**src/hdl/sact_pkg.sv**
```systemverilog
// ----------------------------------------------------------------------------
// sact_pkg
// Shared constants and types of the set-associative tag controller.
// ----------------------------------------------------------------------------
package sact_pkg;

	localparam int unsigned MAX_SETS_DEF  = 256;
	localparam int unsigned MAX_WAYS_DEF  = 8;
	localparam int unsigned FREQ_BITS_DEF = 16;

	localparam int unsigned ADDR_W    = 32;
	localparam int unsigned CFG_IDX_W = 3;
	localparam int unsigned CFG_DAT_W = 4;
	localparam int unsigned OFFS_MAX  = 12;

	// Configuration register indexes.
	localparam logic [CFG_IDX_W-1:0] REG_POLICY = 3'd0;
	localparam logic [CFG_IDX_W-1:0] REG_WMODE  = 3'd1;
	localparam logic [CFG_IDX_W-1:0] REG_ASSOC  = 3'd2;
	localparam logic [CFG_IDX_W-1:0] REG_INDEX  = 3'd3;
	localparam logic [CFG_IDX_W-1:0] REG_OFFSET = 3'd4;

	// Classified access handed from the front to the back.
	typedef struct packed {
		logic                    is_write;
		logic [ADDR_W-1:0]       tag;
		logic [11:0]             set;
	} acc_t;

	// Result beat.
	typedef struct packed {
		logic       hit;
		logic [2:0] hit_way;
		logic       allocated;
		logic       dirty_eviction;
		logic [1:0] memory_transfers;
	} res_t;

endpackage

```
**src/hdl/sact_front.sv**
```systemverilog
// ----------------------------------------------------------------------------
// sact_front
// Splits each address into tag and set, and pushes it into a two-entry queue.
// ----------------------------------------------------------------------------
module sact_front #(
	parameter int unsigned MAX_SETS = sact_pkg::MAX_SETS_DEF
) (
	input  logic               clk,
	input  logic               arst_n,
	input  logic               in_valid,
	output logic               in_ready,
	input  logic               in_op,
	input  logic [31:0]        in_addr,
	input  logic [3:0]         index_bits,
	input  logic [3:0]         offset_bits,
	output logic               q_valid,
	input  logic               q_pop,
	output sact_pkg::acc_t     q_head
);
	import sact_pkg::*;

	// Widest index whose set count still fits in MAX_SETS.
	localparam int unsigned MAXIB = $clog2(MAX_SETS + 1) - 1;

	acc_t       fifo_q [2];
	logic       rd_q, wr_q;
	logic [1:0] cnt_q;
	acc_t       cls;
	logic [3:0] ob, ib;
	logic [31:0] sh, idx_mask;
	logic        push;

	// Classification of the incoming beat.
	always_comb begin
		ob = (offset_bits > 4'(OFFS_MAX)) ? 4'(OFFS_MAX) : offset_bits;
		ib = (index_bits > 4'(MAXIB)) ? 4'(MAXIB) : index_bits;
		sh = in_addr >> ob;
		idx_mask = ~(32'hFFFF_FFFF << ib);
		cls.is_write = in_op;
		cls.set = 12'(sh & idx_mask);
		cls.tag = sh >> ib;
	end

	assign in_ready = (cnt_q != 2'd2);
	assign push     = in_valid && in_ready;
	assign q_valid  = (cnt_q != 2'd0);
	assign q_head   = fifo_q[rd_q];

	// Queue storage.
	always_ff @(posedge clk) begin
		if (push) begin
			fifo_q[wr_q] <= cls;
		end
	end

	// Queue pointers.
	always_ff @(posedge clk or negedge arst_n) begin
		if (!arst_n) begin
			rd_q  <= 1'b0;
			wr_q  <= 1'b0;
			cnt_q <= 2'd0;
		end else begin
			if (push) wr_q <= ~wr_q;
			if (q_pop) rd_q <= ~rd_q;
			cnt_q <= cnt_q + 2'(push) - 2'(q_pop);
		end
	end

endmodule

```
**config.mk**
```make
export PLATFORM = sky130hd
export DESIGN_NAME = sact_front
export DESIGN_NICKNAME = d
export VERILOG_FILES = /design/src/hdl/sact_pkg.sv /design/src/hdl/sact_front.sv
export SDC_FILE = /design/constraint.sdc
export NUM_CORES = 1
export LEC_CHECK = 0
export BUFFER_PORTS_ARGS = -buffer_cell sky130_fd_sc_hd__clkbuf_2
export CORE_ASPECT_RATIO = 1.1
export CORE_UTILIZATION = 40
export DETAILED_ROUTE_END_ITERATION = 8
export HOLD_SLACK_MARGIN = 0.15
export PLACE_DENSITY = 0.65
export SLEW_MARGIN = 20
export SYNTH_ARGS = -nofsm -noshare
export SYNTH_HDL_FRONTEND = slang
export SYNTH_SLANG_ARGS = --single-unit
```
**constraint.sdc**
```tcl
create_clock -name clk -period 4.2 [get_ports clk]
set_clock_uncertainty 0.1 [all_clocks]
set_input_delay 0.42 -clock clk [delete_from_list [all_inputs] [get_ports clk]]
set_output_delay 0.42 -clock clk [all_outputs]
set_load 0.05 [all_outputs]
```
== Yosys cells after proc, flatten, opt, wreduce, memory -nomap -nowiden ==
Memories as Yosys holds them, arrays and structs flattened.
Index checks and enable logic that the tools add are counted.

* Register bits after elaboration: 4
* Latch bits: 0
* Memory bits (writable): 90
* Memory bits (read-only): 0
* Input port bits: 45
* Output and inout bits: 47
* Word-level logic and storage cells: 22
* Memories: 1

* Add/sub/neg operators: 2
* Multipliers: 0
* Divide/modulo/power cells: 0
* Order comparisons: 2
* Equality and inequality tests: 1
* Shift-type cells: 3
* Muxes and demuxes: 4
* Bitwise gates (word level): 4
* Reductions and logical operators: 2

{| class="wikitable"
|+ Memory list
! name !! words !! bits a word !! rd ports !! clocked after Yosys merged registers in !! write ports !! line !! RTL
|-
| fifo_q || 2 || 45 || 1 || 0 || 1 || sact_front.sv:25 || <nowiki>acc_t fifo_q [2];</nowiki>
|}

{| class="wikitable"
|+ Operator list
! operator !! number
|-
| $shr A32 B4 Y32 || 2
|-
| $shl A32 B4 Y12 const A || 1
|-
| $and A12 B12 Y12 || 1
|-
| $not A12 Y12 || 1
|-
| $gt A4 B4 Y1 const B || 2
|-
| $mux W4 || 2
|-
| $add A2 B1 Y2 || 1
|-
| $mux W1 || 2
|-
| $ne A2 B2 Y1 const B || 1
|-
| $not A1 Y1 || 2
|-
| $reduce_bool A2 Y1 || 1
|-
| $sub A2 B1 Y2 || 1
|-
| $logic_and A1 B1 Y1 || 1
|}

== Longest topological paths before layout ==
* Depth in word-level cells: 5
* Depth in mapped cells: 11
* Depth with buffers taken out: 8

== Worst setup path before layout ==
OpenSTA, ideal clock, no wires.

* Path type: flip-flop to flip-flop
* From: reg cnt_q[0]
* To: mem fifo_q[0][0] (netlist name), enable pin
* Setup time: 0.448 ns
* Data arrival time: 2.915 ns
* Required time: 3.652 ns
* Slack: 0.737 ns
* Stages on the path, launching flop included: 4
* Buffers on the path: 0
* Clock period less this slack: 3.463 ns
* Path through: dfrtp_1 > nand2b_1 > nand2_1 > nor2_1

* Longest elaborated chain between the ends: 4

{| class="wikitable"
|+ RTL lines
! item !! line !! RTL
|-
| from (decl) || sact_front.sv:27 || <nowiki>logic [1:0] cnt_q;</nowiki>
|-
| from (signal assigned) || sact_front.sv:65 || <nowiki>cnt_q <= cnt_q + 2'(push) - 2'(q_pop);</nowiki>
|-
| $ne A2 B2 Y1 || sact_front.sv:44 || <nowiki>assign in_ready = (cnt_q != 2'd2);</nowiki>
|-
| via in_ready || sact_front.sv:11 || <nowiki>output logic in_ready,</nowiki>
|-
| $logic_and A1 B1 Y1 || sact_front.sv:45 || <nowiki>assign push = in_valid && in_ready;</nowiki>
|-
| $mux W1 || sact_front.sv:51 || <nowiki>if (push) begin</nowiki>
|-
| $mux W1 (not written as such) || sact_front.sv:52 || <nowiki>fifo_q[wr_q] <= cls;</nowiki>
|-
| to (decl) || sact_front.sv:25 ||
|}

The timed path passes the listed nets, and every way through them passes these cells.

==> results.yml <==
drt:
  drc: 0
  vias: 6348
  vias_per_cell: 6.063
  drt_iter0_markers: 614
  wl_mm: 20.09
  firstDrtPassIters: 6
  wl_per_cell_microns: 19.19
  final_antenna_net_count: 0
place:
  dp_hpwl_mm: 14.62
  preCtsSetupSlack_ns: 0.6962
  portBuffers: 91
  gp_congestion: 0.9464
  dpl.cell_count: 1030
cells_and_area:
  stdcell_count: 1047
  fill_cells: 1702
  final_cell_mix: "91 x clkbuf_2, 90 x edfxtp_1, 80 x nor2_1"
  multi_input_area_sq_mm: 0.004043
  seqCellArea_sq_mm: 0.002804
  drive_above_1_share_pct: 27.19
  num_antenna_cells: 0
  mostFrequentLayoutCell: "clkbuf_2"
  final_nets: 851
  syn_to_final_growth_pct: 13.47
synth:
  syn-cell-area_sq_mm: 0.007198
  synth_top_cell_by_area: "edfxtp_1"
  yosysWarnings: 0
  ys_seq_elements: 94
  synthCells: 739
  async_flop_share_pct: 4.255
  synth_edf_count: 90
  ys_seq_area_share_pct: 38.94
  postSynthAreaPerCell_sq_um: 9.740
  ys_types: 77
  synth_ff_type: "edfxtp_1"
  synth_top_area_share_pct: 37.55
  synth_area_leaders: "edfxtp_1 38%, mux2_2 8.1%, mux4_2 5.0%, a21oi_1 4.6%, nor2_1 4.2%"
setup_path:
  r2r_end: "fifo_q[0][11]"
  r2r-start: "cnt_q[1]"
  cpMaxStageDelayCell: "mux4_2"
  cp.required_ns: 4.17
  cp_top_family: "compound AO/OA/AOI/OAI gates"
  cp_cell_sequence: "clkbuf_2 -> buf_4 -> nor2b_1 -> a21oi_1 -> o21ai_1 -> o32ai_1 -> mux4_2 -> mux2_2 -> o22ai_1 -> o31ai_1"
  path_max_fanout: 29
  rrSetupSlack_ns: 2.07
  arrival_ns: 3.15
  endpoint_kind: "flip-flop"
  cpPeakStageDelay_ns: 0.55
  reg2regPathDepth: 4
  critPathKind: "in -> reg"
  cp-start-kind: "primary input"
  cp_num_buf_inv: 2
die:
  die_y_microns: 142.7
  core_area_sq_mm: 0.01768
  die_area_sq_mm: 0.01854
  row_count: 51
  die_w_microns: 129.9
  start_util_pct: 40.72
  pin_count: 92
timing:
  slew_headroom_pct: 28.30
  fin_crit_ns: 3.173
  setup-tns-final_ns: 0
  post-route-period-util_pct: 75.54
  grt_setup_unrepaired: "false"
  drv_slew: 0
  worst_pin_slew_ns: 1.076
  hold_viol: 0
  fmax_mhz: 315.2
  timing.final.ws_setup_ns: 1.027
  setup_viol: 0
power_and_ir_drop:
  vdd_ir_drop_max_uv: 264.5
  power.leakage_nw: 3.002
  cellPowerDensity_mw_per_mm2: 544.2
outcome:
  status: "finished, final reports clean"
flow_run:
  max_cap_viol_count: 0
clock_tree:
  clkLatencyLatePin_ns: 0.34
  clockBufferDepth: 2
  numCtsBuffers: 9
  cts.sinks: 94
  cts_root_buf: "clkbuf_16"
  path_clk_slew_ns: 0.07
  cts-htree-levels: 3
  cts_tree: "built"
  cts_resized: 0
grt:
  antenna_found_initial: 0
  grt_max_degree: 69
  grt_pass1_wl_mm: 31.43
  grt_usage_pct: 22.00
  grt_pass1_vias: 5621
  overflow: 0
worst_hold_path:
  hold_end: "rd_q"
  holdPathStages: 2
  hold_start: "q_pop"
  min_path_type: "in -> reg"
[per-layer routing]
layer	global-route usage (%)	share of wire [%]	vias to the layer above
li1	-	-	2968
met1	31.81	45	3050
met2	34.20	46	308
met3	3.447	8.3	22
met4	5.508	1.4	0
met5	0	0	-
[report_power, final]
part	leakage (nW)	switching [mW]	internal, mW
registers	0.890	0.141	1.32
logic	1.94	1.43	0.615
clock network	0.170	0.353	0.592
[cell type report]
cell class                 count  share of cell area (%)
clock inverter                 7                   1.578
clock buffer                   9                   2.757
multi-input combinational    577                   49.49
sequential                    94                   34.33
timing repair buffer         113                   7.782
inverter                       9                  0.4136
tap                          238                   3.646
[through the flow]
step | util, % | power [mW] | hold WS (ns) | area, sq um
2_1_floorplan | - | 3.053 | 0.02441 | 7224
3_3_place_gp | 44.13 | 3.510 | 0.1321 | 7800
3_5_place_dp | 44.13 | 3.520 | 0.1342 | 7800
4_1_cts | 46.19 | 4.474 | 0.1676 | 8164
5_1_grt | 46.21 | 4.654 | 0.1743 | 8168
6_report | 46.21 | 4.445 | 0.1729 | 8168
[flip-flops by register name, indices dropped and copies added (netlist names)]
register,count
rd_q,1
fifo_q,90
wr_q,1
cnt_q,2
[cells by family after synthesis]
family          synth area share [%]
other cells                  0.05210
flops                          38.94
simple gates                   13.87
fa+ha+maj                     0.3476
mux                            17.57
xor+xnor                      0.6085
buf+inv                        5.441
compound gates                 23.17
[what timing repair did]
action / 4_1_cts / 5_1_grt
hold endpoints to repair: 4 / 0
buffers inserted: 0 / 0
hold buffers: 1 / 0
setup endpoints to repair: 0 / 0
[cells in the mapped netlist (7+ instances only)]
cell type / count
a211oi_1: 10
a21oi_1: 66
buf_2: 19
buf_4: 11
clkbuf_1: 24
edfxtp_1: 90
mux2_2: 52
mux2i_1: 29
mux4_2: 16
nand2_1: 56
nand2b_1: 8
nand3_1: 17
nor2_1: 81
nor2b_1: 18
o2111ai_1: 7
o211ai_1: 24
o21a_1: 9
o21ai_0: 35
o21ai_1: 17
o221ai_1: 13
[worst max-delay path by stage]
stage	depth (start not counted)	slack [ns]	end	start
after floorplan	3	0.74	fifo_q[0][0]	cnt_q[0]
after global placement	10	0.73	fifo_q[0][24]	offset_bits[1]
after detailed placement	11	0.70	fifo_q[1][24]	offset_bits[1]
after CTS	11	1.06	fifo_q[0][24]	offset_bits[1]
after global routing	10	0.85	fifo_q[1][21]	offset_bits[1]
final	10	1.03	fifo_q[0][21]	offset_bits[1]
[worst reg2reg max path, cell delays in order, from the launching register on]
cell and delay, ns:
dfrtp_1 0.40, nand2b_1 0.12, nand2_1 0.14, nor2_4 0.61, buf_4 0.43
(Power assumes the default switching activity.)
